<file path="src/sv/mpq_pkg.sv">
`timescale 1ns / 1ps
// ----------------------------------------------------------------------------
// mpq_pkg
// Shared types, constants and the priority compare for the max-priority queue.
// ----------------------------------------------------------------------------
package mpq_pkg;

    localparam int CAPACITY  = 64;
    localparam int KEY_WIDTH = 16;
    localparam int FIELD_W   = 16;
    localparam int ADDR_W    = (CAPACITY > 1) ? $clog2(CAPACITY) : 1;
    localparam int CNT_W     = $clog2(CAPACITY + 1);
    localparam int IDX_W     = ADDR_W + 2;
    localparam int REC_W     = 3 * FIELD_W;

    localparam logic [63:0]        KEY_MASK64 = (64'd1 << KEY_WIDTH) - 64'd1;
    localparam logic [FIELD_W-1:0] KEY_MASK   = KEY_MASK64[FIELD_W-1:0];

    typedef enum logic [1:0] {
        OP_PUSH = 2'd0,
        OP_PEEK = 2'd1,
        OP_POP  = 2'd2
    } t_op;

    // tag sits in the low bits so the struct lines up with tdata
    typedef struct packed {
        logic [FIELD_W-1:0] score;
        logic [FIELD_W-1:0] ident;
        logic [FIELD_W-1:0] tag;
    } t_rec;

    typedef enum logic [2:0] {
        S_IDLE,
        S_UP_RD,
        S_UP_CMP,
        S_POP_LD,
        S_DN_RD,
        S_DN_CMP,
        S_DONE
    } t_state;

    typedef struct packed {
        logic accept;      // input beat taken
        logic drop;        // push against a full queue
        logic push_start;  // place new record in the hole at the tail
        logic pop_start;   // shrink count, read last record
        logic rd_parent;   // read parent of hole
        logic up_move;     // parent moves down into hole
        logic wr_mov;      // moving record settles at hole
        logic pop_load;    // last record becomes the moving record, hole at root
        logic rd_children; // read both children of hole
        logic dn_move;     // better child moves up into hole
        logic out_load;    // capture result beat
    } t_cmd;

    typedef struct packed {
        logic full;
        logic empty;
        logic cnt_one;
        logic pos_zero;
        logic left_out;
        logic up_win;
        logic dn_win;
    } t_status;

    // higher score first, lower ident on a tie
    function automatic logic outranks(t_rec x, t_rec y);
        logic res;
        if (x.score != y.score) begin
            res = (x.score > y.score);
        end else begin
            res = (x.ident < y.ident);
        end
        return res;
    endfunction

endpackage

</file>
<file path="src/sv/mpq_dp.sv">
`timescale 1ns / 1ps
// ----------------------------------------------------------------------------
// mpq_dp
// Heap memory, hole position, moving record, count, top copy and result register.
// ----------------------------------------------------------------------------
module mpq_dp (
    input  logic              i_clk,
    input  logic              i_rst_n,
    input  mpq_pkg::t_cmd     i_cmd,
    input  mpq_pkg::t_rec     i_rec,
    output mpq_pkg::t_status  o_status,
    output mpq_pkg::t_rec     o_out_rec,
    output logic              o_out_empty,
    output logic              o_out_drop
);
    import mpq_pkg::*;

    t_rec             r_mem [CAPACITY];
    logic [CNT_W-1:0] r_cnt;
    logic [ADDR_W-1:0] r_pos;
    t_rec             r_mov;
    t_rec             r_top;
    t_rec             r_rd_a;
    t_rec             r_rd_b;
    logic             r_drop;
    t_rec             r_out;
    logic             r_out_empty;
    logic             r_out_drop;

    logic [ADDR_W-1:0] w_parent;
    logic [ADDR_W-1:0] w_pos_dec;
    logic [IDX_W-1:0]  w_left;
    logic [IDX_W-1:0]  w_right;
    logic [CNT_W-1:0]  w_cnt_dec;
    logic              w_right_win;
    t_rec              w_best;
    logic [ADDR_W-1:0] w_best_idx;
    logic [ADDR_W-1:0] w_addr_a;
    logic              w_rd_a_en;
    logic              w_wr_en;
    t_rec              w_wr_data;
    t_rec              w_push_rec;
    logic              w_empty;

    assign w_pos_dec  = r_pos - ADDR_W'(1);
    assign w_parent   = w_pos_dec >> 1;
    assign w_left     = (IDX_W'(r_pos) << 1) + IDX_W'(1);
    assign w_right    = w_left + IDX_W'(1);
    assign w_cnt_dec  = r_cnt - CNT_W'(1);
    assign w_empty    = (r_cnt == '0);

    assign w_right_win = (w_right < IDX_W'(r_cnt)) && outranks(r_rd_b, r_rd_a);
    assign w_best      = w_right_win ? r_rd_b : r_rd_a;
    assign w_best_idx  = w_right_win ? w_right[ADDR_W-1:0] : w_left[ADDR_W-1:0];

    always_comb begin
        w_push_rec       = i_rec;
        w_push_rec.ident = i_rec.ident & KEY_MASK;
        w_push_rec.score = i_rec.score & KEY_MASK;
    end

    always_comb begin
        priority if (i_cmd.pop_start) begin
            w_addr_a = w_cnt_dec[ADDR_W-1:0];
        end else if (i_cmd.rd_parent) begin
            w_addr_a = w_parent;
        end else begin
            w_addr_a = w_left[ADDR_W-1:0];
        end
    end

    assign w_rd_a_en = i_cmd.pop_start | i_cmd.rd_parent | i_cmd.rd_children;
    assign w_wr_en   = i_cmd.up_move | i_cmd.dn_move | i_cmd.wr_mov;

    always_comb begin
        priority if (i_cmd.up_move) begin
            w_wr_data = r_rd_a;
        end else if (i_cmd.dn_move) begin
            w_wr_data = w_best;
        end else begin
            w_wr_data = r_mov;
        end
    end

    // heap memory: one write, two registered reads
    always_ff @(posedge i_clk) begin
        if (w_wr_en) begin
            r_mem[r_pos] <= w_wr_data;
        end
        if (w_rd_a_en) begin
            r_rd_a <= r_mem[w_addr_a];
        end
        if (i_cmd.rd_children) begin
            r_rd_b <= r_mem[w_right[ADDR_W-1:0]];
        end
    end

    always_ff @(posedge i_clk) begin
        if (!i_rst_n) begin
            r_cnt <= '0;
        end else if (i_cmd.push_start) begin
            r_cnt <= r_cnt + CNT_W'(1);
        end else if (i_cmd.pop_start) begin
            r_cnt <= w_cnt_dec;
        end
    end

    always_ff @(posedge i_clk) begin
        if (i_cmd.push_start) begin
            r_pos <= r_cnt[ADDR_W-1:0];
            r_mov <= w_push_rec;
        end else if (i_cmd.pop_load) begin
            r_pos <= '0;
            r_mov <= r_rd_a;
        end else if (i_cmd.up_move) begin
            r_pos <= w_parent;
        end else if (i_cmd.dn_move) begin
            r_pos <= w_best_idx;
        end
        // root copy follows every write to slot zero
        if (w_wr_en && (r_pos == '0)) begin
            r_top <= w_wr_data;
        end
        if (i_cmd.accept) begin
            r_drop <= i_cmd.drop;
        end
        if (i_cmd.out_load) begin
            r_out       <= w_empty ? '0 : r_top;
            r_out_empty <= w_empty;
            r_out_drop  <= r_drop;
        end
    end

    assign o_status.full     = (r_cnt == CNT_W'(CAPACITY));
    assign o_status.empty    = w_empty;
    assign o_status.cnt_one  = (r_cnt == CNT_W'(1));
    assign o_status.pos_zero = (r_pos == '0);
    assign o_status.left_out = (w_left >= IDX_W'(r_cnt));
    assign o_status.up_win   = outranks(r_mov, r_rd_a);
    assign o_status.dn_win   = outranks(w_best, r_mov);

    assign o_out_rec   = r_out;
    assign o_out_empty = r_out_empty;
    assign o_out_drop  = r_out_drop;

endmodule

</file>
<file path="src/sv/mpq_ctrl.sv">
`timescale 1ns / 1ps
// ----------------------------------------------------------------------------
// mpq_ctrl
// Sequencer for push sift-up, pop sift-down and the result handshake.
// ----------------------------------------------------------------------------
module mpq_ctrl (
    input  logic             i_clk,
    input  logic             i_rst_n,
    input  logic             i_s_valid,
    input  logic [1:0]       i_s_op,
    output logic             o_s_ready,
    output logic             o_m_valid,
    input  logic             i_m_ready,
    input  mpq_pkg::t_status i_status,
    output mpq_pkg::t_cmd    o_cmd
);
    import mpq_pkg::*;

    t_state r_state;
    t_state n_state;
    logic   r_m_valid;
    logic   n_m_valid;

    always_ff @(posedge i_clk) begin
        if (!i_rst_n) begin
            r_state   <= S_IDLE;
            r_m_valid <= 1'b0;
        end else begin
            r_state   <= n_state;
            r_m_valid <= n_m_valid;
        end
    end

    always_comb begin
        n_state   = r_state;
        n_m_valid = r_m_valid && !i_m_ready;
        o_cmd     = '0;
        unique case (r_state)
            S_IDLE: begin
                if (i_s_valid) begin
                    o_cmd.accept = 1'b1;
                    n_state      = S_DONE;
                    unique case (t_op'(i_s_op))
                        OP_PUSH: begin
                            if (i_status.full) begin
                                o_cmd.drop = 1'b1;
                            end else begin
                                o_cmd.push_start = 1'b1;
                                n_state          = S_UP_RD;
                            end
                        end
                        OP_POP: begin
                            if (!i_status.empty) begin
                                o_cmd.pop_start = 1'b1;
                                if (!i_status.cnt_one) begin
                                    n_state = S_POP_LD;
                                end
                            end
                        end
                        default: begin
                        end
                    endcase
                end
            end
            S_UP_RD: begin
                if (i_status.pos_zero) begin
                    o_cmd.wr_mov = 1'b1;
                    n_state      = S_DONE;
                end else begin
                    o_cmd.rd_parent = 1'b1;
                    n_state         = S_UP_CMP;
                end
            end
            S_UP_CMP: begin
                if (i_status.up_win) begin
                    o_cmd.up_move = 1'b1;
                    n_state       = S_UP_RD;
                end else begin
                    o_cmd.wr_mov = 1'b1;
                    n_state      = S_DONE;
                end
            end
            S_POP_LD: begin
                o_cmd.pop_load = 1'b1;
                n_state        = S_DN_RD;
            end
            S_DN_RD: begin
                if (i_status.left_out) begin
                    o_cmd.wr_mov = 1'b1;
                    n_state      = S_DONE;
                end else begin
                    o_cmd.rd_children = 1'b1;
                    n_state           = S_DN_CMP;
                end
            end
            S_DN_CMP: begin
                if (i_status.dn_win) begin
                    o_cmd.dn_move = 1'b1;
                    n_state       = S_DN_RD;
                end else begin
                    o_cmd.wr_mov = 1'b1;
                    n_state      = S_DONE;
                end
            end
            S_DONE: begin
                // result register free or draining this cycle
                if (!r_m_valid || i_m_ready) begin
                    o_cmd.out_load = 1'b1;
                    n_m_valid      = 1'b1;
                    n_state        = S_IDLE;
                end
            end
            default: begin
                n_state = S_IDLE;
            end
        endcase
    end

    assign o_s_ready = (r_state == S_IDLE);
    assign o_m_valid = r_m_valid;

endmodule

</file>
<file path="src/sv/max_priority_queue_with_tiebreak.sv">
`timescale 1ns / 1ps
// ----------------------------------------------------------------------------
// max_priority_queue_with_tiebreak
// Binary max-heap of {tag, ident, score}; higher score first, lower ident on a
// tie. Each beat pushes, peeks or pops and returns the top record afterward.
//
// Channel  Dir  Handshake              Payload
// s        in   i_s_tvalid/o_s_tready  tdata {tag, ident, score}, tuser op
// m        out  o_m_tvalid/i_m_tready  tdata {tag, ident, score}, tuser flags
//
// Peek or dropped push goes straight to the result. Push or pop takes a read
// and a compare state per heap level, set by the registered heap memory read.
// One beat is worked at a time; a new beat is taken while the last result
// still waits on the master side. Synchronous active-low reset empties the
// queue at once; memory contents are not cleared.
// ----------------------------------------------------------------------------
module max_priority_queue_with_tiebreak (
    input  logic        i_clk,
    input  logic        i_rst_n,
    input  logic        i_s_tvalid,
    output logic        o_s_tready,
    input  logic [47:0] i_s_tdata,   // payload_tag[15:0], ident[31:16], score[47:32]
    input  logic [1:0]  i_s_tuser,   // operation[1:0]
    output logic        o_m_tvalid,
    input  logic        i_m_tready,
    output logic [47:0] o_m_tdata,   // top_tag[15:0], top_ident[31:16], top_score[47:32]
    output logic [1:0]  o_m_tuser    // queue_empty[0], push_dropped[1]
);
    import mpq_pkg::*;

    t_cmd    w_cmd;
    t_status w_status;
    t_rec    w_in_rec;
    t_rec    w_out_rec;
    logic    w_out_empty;
    logic    w_out_drop;

    assign w_in_rec = t_rec'(i_s_tdata);

    mpq_ctrl u_ctrl (
        .i_clk     (i_clk),
        .i_rst_n   (i_rst_n),
        .i_s_valid (i_s_tvalid),
        .i_s_op    (i_s_tuser),
        .o_s_ready (o_s_tready),
        .o_m_valid (o_m_tvalid),
        .i_m_ready (i_m_tready),
        .i_status  (w_status),
        .o_cmd     (w_cmd)
    );

    mpq_dp u_dp (
        .i_clk       (i_clk),
        .i_rst_n     (i_rst_n),
        .i_cmd       (w_cmd),
        .i_rec       (w_in_rec),
        .o_status    (w_status),
        .o_out_rec   (w_out_rec),
        .o_out_empty (w_out_empty),
        .o_out_drop  (w_out_drop)
    );

    assign o_m_tdata = w_out_rec;
    assign o_m_tuser = {w_out_drop, w_out_empty};

endmodule

</file>
<file path="config.mk">
export PLATFORM = sky130hd
export DESIGN_NAME = max_priority_queue_with_tiebreak
export DESIGN_NICKNAME = d
export VERILOG_FILES = /design/src/sv/mpq_pkg.sv /design/src/sv/mpq_dp.sv /design/src/sv/mpq_ctrl.sv /design/src/sv/max_priority_queue_with_tiebreak.sv
export SDC_FILE = /design/constraint.sdc
export NUM_CORES = 2
export LEC_CHECK = 0
export BUFFER_PORTS_ARGS = -buffer_cell sky130_fd_sc_hd__buf_4
export CAP_MARGIN = 10
export CORE_MARGIN = 2
export CORE_UTILIZATION = 35
export CTS_BUF_LIST = sky130_fd_sc_hd__clkbuf_4
export CTS_CLUSTER_SIZE = 28
export DETAILED_ROUTE_END_ITERATION = 8
export PLACE_DENSITY = 0.59
export SETUP_SLACK_MARGIN = 0.2
export SLEW_MARGIN = 20
export SYNTH_ARGS = -nofsm -noshare
export SYNTH_HDL_FRONTEND = slang
export SYNTH_SLANG_ARGS = --single-unit
</file>
<file path="constraint.sdc">
create_clock -name i_clk -period 15.85 [get_ports i_clk]
set_clock_uncertainty 0.2 [all_clocks]
set_input_delay 0.7925 -clock i_clk [delete_from_list [all_inputs] [get_ports i_clk]]
set_output_delay 0.7925 -clock i_clk [all_outputs]
set_load 0.03 [all_outputs]
</file>
---- Word-level counts from Yosys, hierarchy flattened ----
Memories as Yosys holds them, arrays and structs flattened. A register that Yosys moved wholly into a read port is not among the register bits.
Index checks and enable logic that the tools add are counted.
storage, ports and cells
  register bits after elaboration ......... 164
  RAM bits ................................ 3072
  logic and storage cells ................. 118
  memories kept ........................... 1
operators by class
  add/subtract/negate cells ............... 5
  $lt $le $gt $ge ......................... 8
  equal/unequal tests ..................... 14
  muxes and demuxes ....................... 55
  bitwise logic cells ..................... 4
  reduce and logical (&&, ||, !) cells .... 15
memories
  memory      words  bits a word  read ports  clocked after memory_dff  wr ports  line          RTL
  u_dp.r_mem  64     48           2           2                         1         mpq_dp.sv:18  t_rec r_mem [CAPACITY];
operators with widths
  kind                                               number
  two-way mux 48 bit                                 5
  greater-than comparator 16 bit                     3
  < comparator 16 bit                                3
  inequality test 16 bit                             3
  two-way mux 6 bit                                  7
  two-way mux 1 bit                                  26
  two-way mux 3 bit                                  7
  case mux 3 bit (7 select lines)                    1
  two-way mux 7 bit                                  2
  == test 3 bit (second input constant)              3
  adder 7 x 1 -> 8 bit (second input constant)       1
  adder 8 x 1 -> 8 bit (second input constant)       1
  greater-or-equal comparator 8 x 7 -> 1 bit         1
  < comparator 8 x 7 -> 1 bit                        1
  two-way mux 4 bit                                  2
  adder 7 x 1 -> 7 bit (second input constant)       1
  == test 7 x 1 -> 1 bit (second input constant)     1
  == test 7 bit (second input constant)              1
  zero test 7 bit                                    1
  subtractor 7 x 1 -> 7 bit (second input constant)  1
  == test 3 x 2 -> 1 bit (second input constant)     2
  zero test 6 bit                                    1
  two-way mux 2 bit                                  3
  case mux 3 bit (2 select lines)                    1
  16 further kinds                                   23

---- Longest topological paths before layout ----
  word-level depth ........................ 13
  mapped depth ............................ 25
  mapped depth without buffers ............ 20

---- By module ----
A second synthesis with hierarchy kept.
second synthesis, totals
  cells, all modules ...................... 11085
  area, all modules ....................... 146026.3 µm²
by module, submodules not included
  module                            times used  cells an instance  area each (µm²)  seq. area each (µm²)
  mpq_dp                            1           11035              145619.7         99865.8
  mpq_ctrl                          1           48                 391.6            80.1
  max_priority_queue_with_tiebreak  1           2                  15.0             0.0

---- Worst setup path before layout ----
Ideal clock, no wire load.
  path kind ............................... reg2reg
  start ................................... reg u_dp.r_pos[2]
  end ..................................... mem u_dp.r_mem[0][16] (netlist bit) (data pin)
  library setup time ...................... 0.447 ns
  arrival time ............................ 6.423 ns
  slack ................................... 8.780 ns
  cell stages (with the launch flop) ...... 25
  buffers on the path ..................... 6
  period minus slack after synthesis ...... 7.070 ns
  cells stage by stage .................... edfxtp_1 -> clkbuf_1 -> nand3_1 -> xnor2_1 -> clkbuf_1 -> buf_2 -> ha_1 -> o21ai_0 -> a21o_1 -> a21oi_1 -> a211oi_2 -> clkbuf_1 -> buf_1 -> nand2_1 -> o21ai_0 -> ha_1 -> a211oi_1 -> o21bai_1 -> a21o_1 -> a2111oi_0 -> a211o_1 -> nor4b_1 -> nor2_1 -> clkbuf_1 -> o21a_1
RTL lines
  element                 line           RTL
  start, declared         mpq_dp.sv:20   logic [ADDR_W-1:0] r_pos;
  start signal, assigned  mpq_dp.sv:110  r_pos <= r_cnt[ADDR_W-1:0];
  start signal, assigned  mpq_dp.sv:116  r_pos <= w_parent;
  start signal, assigned  mpq_dp.sv:118  r_pos <= w_best_idx;
  end, declared           mpq_dp.sv:18

==> impl_summary.log <==
[metrics] DR WL/cell: between 30 and 40 microns
[metrics] final RePlAce weighted congestion: 0.923
[metrics] CTS Sinks: between 3,000 and 4,000
[metrics] total via count after detailed routing: 85,900
[metrics] switching share of total power: ~36%
[metrics] final number of hold-violating endpoints: 0
[metrics] number of antenna-violating nets in the routed design: 0
[metrics] final number of max-transition violations: 0
[metrics] per-instance average area after synthesis: 19.6 sq um
[metrics] count of buffers inserted at the top-level ports: 105
[metrics] CP max FO: 65
[metrics] Pwr Density: between 150 and 200 nW/um^2
[metrics] Die Y-Extent: 644 microns
[metrics] share of flip-flops with an asynchronous set or reset: 0%
[metrics] Cells after Synth: between 7,000 and 8,000
[metrics] sequential cell fraction of total power: 40.0%
[metrics] largest net degree at the start of global routing: 135
[metrics] placed wire-length estimate after detailed placement: ~280,000 microns
[metrics] Critical Path Start Type: register
[metrics] area occupied by registers: 99,900 sq um
[metrics] synthesized cell area: ~140,000 sq um
[metrics] destination of the worst register-to-register timing path: u_dp.r_mem[63][8]$_DFFE_PP_
[metrics] Final Routed Wirelength: slightly above 500,000 microns
[metrics] die area: 415,000 sq um
[metrics] worst slew margin relative to its limit: between 15 and 20%
[metrics] depth of the worst register-to-register path: 20
[metrics] number of fill cells: between 30,000 and 40,000
[metrics] die width: about 640 microns
[metrics] register-to-register setup slack: 5560 ps
[metrics] RSZ-0062 raised after global routing: no
[metrics] cts repair resizes: 0
[metrics] Period minus WS final: a little over 10,000 ps
[metrics] layout cell share with drive strength beyond 1: around 34%
[metrics] standby leakage power: roughly 53 nW
[metrics] Syn. warnings: 0
[metrics] final setup violating endpoints: 0
[metrics] placeable core region: between 400,000 and 500,000 sq um
[metrics] number of synthesized flops with an enable pin: 3,321
[metrics] number of synthesized register bits: ~3,300
[metrics] Worst Tran Pin Value: 1230 ps
[metrics] Tcrit/Tclk final: 64.9%
[metrics] critical path launch point: u_dp.r_pos[0]$_DFFE_PP_
[metrics] wire length of the first global-routing pass: around 700,000 microns
[metrics] Worst Path Buf+Inv: 4
[metrics] Critical R2R Launch: u_dp.r_pos[0]$_DFFE_PP_
[metrics] area share of the leading cell type in the synthesized netlist: between 60% and 70%
[metrics] total instance count after detailed placement: approximately 13,000
[metrics] sequential share of the synthesized area: between 60% and 70%
[metrics] count of placed standard cells in the final layout, fillers left out: 14,100
[metrics] Setup crit end: u_dp.r_mem[63][8]$_DFFE_PP_
[metrics] clock tree from TritonCTS: built
[metrics] count of unique library cells instantiated by Yosys: 74
[metrics] depth of the critical timing path with buffers and inverters included: 20
[metrics] element type at the critical path end: register
[metrics] H-tree depth: 6
[metrics] cell-internal power: around 18 mW
[metrics] number of top-level pins: around 110
[metrics] Net Count, Synth: 7,464
[metrics] maximum capacitance violations: 0
[metrics] final total power: about 28 mW
[metrics] buffers from clock root to sink, at most: 4
[metrics] net switching power figure: between 10 and 15 mW
[metrics] maximum frequency from static timing analysis: 0.0972 GHz
[metrics] post-cts hold buffer count: 77
[metrics] post-CTS setup buffer count: 0
[metrics] cell types with the largest area share after synthesis: sky130_fd_sc_hd__edfxtp_1 (70%), sky130_fd_sc_hd__mux4_2 (18%), sky130_fd_sc_hd__nand2_1 (1.8%)
[metrics] Clk pin slew, worst setup/hold paths: 70 ps
[metrics] final net count: 8,214
[metrics] fraction of power consumed by the clock network: between 20% and 30%
[metrics] critical path data arrival time: 11,110 ps
[metrics] cell family with the largest share of critical-path delay: compound AO/OA/AOI/OAI gates
[metrics] setup TNS after final layout: 0 ps
[metrics] post-synthesis to final-layout area growth: 13.4%
[metrics] Congestion Overflow GR: 0
[metrics] cell accounting for the most synthesized area: sky130_fd_sc_hd__edfxtp_1
[metrics] worst voltage drop across the vdd grid: 0.168 mV
[metrics] cells traversed along the worst timing path: buf_4 -> inv_1 -> ha_4 -> ha_1 -> o21ai_0 -> a21o_1 -> a21oi_1 -> a211oi_4 -> buf_4 -> o21ai_0 -> ha_1 -> or4_1 -> o21a_1 -> o21bai_1 -> a211o_1 -> o21ai_0 -> a21oi_4 -> buf_4 -> o22a_1 -> o21a_2
[metrics] cell at the slowest stage of the critical path: sky130_fd_sc_hd__a21oi_4
[metrics] Comb pwr share: about a third
[metrics] Worst Setup Path Type: register to register
[metrics] antenna violations before repair: 43
[metrics] starting utilization of the core area: about a third
[metrics] number of CTS-inserted buffers: roughly 810
[metrics] via count of the first global-routing pass: around 85,000
[metrics] classification of the worst-slack hold path: input pin to register
[metrics] Max stage delay on crit path: roughly 980 ps
[metrics] number of DRC markers after the initial detailed-route iteration: 14,000
[metrics] GRT Util Overall: between 20% and 30%
[metrics] required arrival time at the worst endpoint: between 15,000 and 20,000 ps
[metrics] minimum hold slack: between 100 and 150 ps
[metrics] num rows: 235
[metrics] count of TritonRoute iterations in the first routing pass: 7
[metrics] outcome: complete, no violations
[metrics] buffer cell driving the clock tree root: sky130_fd_sc_hd__clkbuf_4
[metrics] drt drc: 0
[metrics] insertion delay of the later-clocked pin in the worst-skew pair: roughly 1500 ps
[metrics] average vias per placed instance: a little over 6
[metrics] multi-input logic area: 41,800 sq um
[metrics] primary flip-flop cell chosen by synthesis mapping: sky130_fd_sc_hd__edfxtp_1
-- how the worst min path moves through the flow --
stage                                         start                               end  slack (ps)  cells past startpoint
after global placement     u_dp.r_top[25]$_DFFE_PP_  u_dp.o_out_rec[25]$_SDFFCE_PP0P_         300                      1
after CTS                             i_s_tdata[16]          u_dp.r_mov[16]$_DFFE_PP_          10                      4
final                                 i_s_tdata[45]          u_dp.r_mov[45]$_DFFE_PP_         120                      4
after floorplan           u_dp.r_drop$_SDFFCE_PN0P_         u_dp.o_out_drop$_DFFE_PP_         200                      0
after detailed placement   u_dp.r_top[22]$_DFFE_PP_  u_dp.o_out_rec[22]$_SDFFCE_PP0P_         300                      1
after global routing                  i_s_tdata[16]          u_dp.r_mov[16]$_DFFE_PP_          70                      4
-- placed cells by master (no fill, tap or decap), types with 7 or more instances in the layout --
cell | Yosys | layout
sky130_fd_sc_hd__nand3_1 | 164 | 162
sky130_fd_sc_hd__nor2b_1 | 56 | 55
sky130_fd_sc_hd__a21oi_1 | 39 | 36
sky130_fd_sc_hd__mux4_2 | 1152 | 1152
sky130_fd_sc_hd__o221a_4 | 0 | 31
sky130_fd_sc_hd__nand4_1 | 64 | 64
sky130_fd_sc_hd__buf_12 | 0 | 19
sky130_fd_sc_hd__o21ai_0 | 124 | 124
sky130_fd_sc_hd__nor4_1 | 7 | 7
sky130_fd_sc_hd__a2111oi_2 | 48 | 48
sky130_fd_sc_hd__mux2i_1 | 197 | 197
sky130_fd_sc_hd__clkinvlp_4 | 0 | 8
sky130_fd_sc_hd__nor3_1 | 13 | 12
sky130_fd_sc_hd__inv_1 | 84 | 82
sky130_fd_sc_hd__ha_1 | 111 | 110
sky130_fd_sc_hd__xnor2_1 | 16 | 13
sky130_fd_sc_hd__nor2_1 | 105 | 36
sky130_fd_sc_hd__clkbuf_4 | 3 | 1132
sky130_fd_sc_hd__dlygate4sd3_1 | 0 | 77
sky130_fd_sc_hd__bufinv_16 | 0 | 12
sky130_fd_sc_hd__a211oi_1 | 155 | 155
sky130_fd_sc_hd__nor2_4 | 0 | 69
sky130_fd_sc_hd__a32o_1 | 48 | 48
sky130_fd_sc_hd__a21o_1 | 7 | 7
sky130_fd_sc_hd__clkinv_4 | 0 | 7
sky130_fd_sc_hd__buf_4 | 49 | 326
sky130_fd_sc_hd__inv_2 | 0 | 15
sky130_fd_sc_hd__o22a_1 | 17 | 17
sky130_fd_sc_hd__edfxtp_1 | 3321 | 3321
sky130_fd_sc_hd__o21a_1 | 25 | 7
sky130_fd_sc_hd__diode_2 | 0 | 20
sky130_fd_sc_hd__o21a_4 | 0 | 14
sky130_fd_sc_hd__a211o_1 | 50 | 50
sky130_fd_sc_hd__clkinv_2 | 0 | 35
sky130_fd_sc_hd__o211ai_1 | 54 | 54
sky130_fd_sc_hd__and2_1 | 102 | 102
sky130_fd_sc_hd__clkinv_1 | 1 | 183
sky130_fd_sc_hd__nand2_1 | 679 | 679
sky130_fd_sc_hd__mux2_2 | 50 | 50
sky130_fd_sc_hd__dfxtp_1 | 11 | 11
-- metrics by stage --
step / utilization [%] / area [sq um] / setup WS (ps)
2_1_floorplan: - / 143000 / 8780
3_3_place_gp: 37.0 / 151000 / 5900
3_5_place_dp: 37.0 / 151000 / 5850
4_1_cts: 39.7 / 162000 / 5790
5_1_grt: 39.8 / 163000 / 5290
6_report: 39.8 / 163000 / 5560
-- layout make-up --
type / instances / area share [%]
multi-input combinational: 3397 / 25.7
clock buffer: 1132 / 5.23
inverter: 85 / 0.199
timing repair buffer: 422 / 2.21
tap: 5451 / 4.20
sequential: 3332 / 61.5
antenna: 20 / 0.0308
clock inverter: 266 / 0.913
-- tightest hold or removal path, delay by kind of cell --
kind            cells  cell delay [ps]
compound gates      1               80
simple gates        1               60
buf+inv             2              680
-- power by group through the flow --
stage          Clock, mW  Combinational (mW)  Sequential, mW
4_1_cts             7.13                9.63            11.3
6_report            7.04                9.82            11.3
5_1_grt             7.56                10.2            11.3
3_5_place_dp           0                9.58            11.5
3_3_place_gp           0                9.52            11.4
2_1_floorplan          0                6.19            11.4
-- registers in the layout, summed over array words and instances (netlist names) --
register,cells
u_dp.o_out_rec,48
u_dp.r_rd_a,48
u_ctrl.r_state,3
u_ctrl.o_m_valid,1
u_dp.r_pos,6
u_dp.r_rd_b,48
u_dp.r_top,48
u_dp.o_out_drop,1
u_dp.r_mov,48
u_dp.r_cnt,7
u_dp.r_drop,1
u_dp.r_mem,3072
u_dp.o_out_empty,1
-- cells by family after synthesis --
group | synth area share, %
xor gates and xnor gates | 0.110
and+or+nand+nor | 3.88
buffers and inverters | 1.88
DFF | 69.7
muxes | 19.9
AOI/OAI and AO/OA | 3.58
adders and majority gates | 0.969
-- synthesized netlist by cell type, types with 102 or more instances --
library cell               count
sky130_fd_sc_hd__buf_2       140
sky130_fd_sc_hd__nor2_1      105
sky130_fd_sc_hd__a211oi_1    155
sky130_fd_sc_hd__and2_1      102
sky130_fd_sc_hd__nand3_1     164
sky130_fd_sc_hd__clkbuf_1    211
sky130_fd_sc_hd__mux4_2     1152
sky130_fd_sc_hd__edfxtp_1   3321
sky130_fd_sc_hd__o21ai_0     124
sky130_fd_sc_hd__ha_1        111
sky130_fd_sc_hd__mux2i_1     197
sky130_fd_sc_hd__nand2_1     679
-- metal layers --
layer	vias to the layer above	global-route usage (%)	share of wire, %
met5	-	0	0.015
met1	45500	31.3	36
met4	12	11.3	4.9
met2	6480	38.9	47
li1	32600	-	-
met3	1268	6.14	12
(Power assumes the default switching activity.)
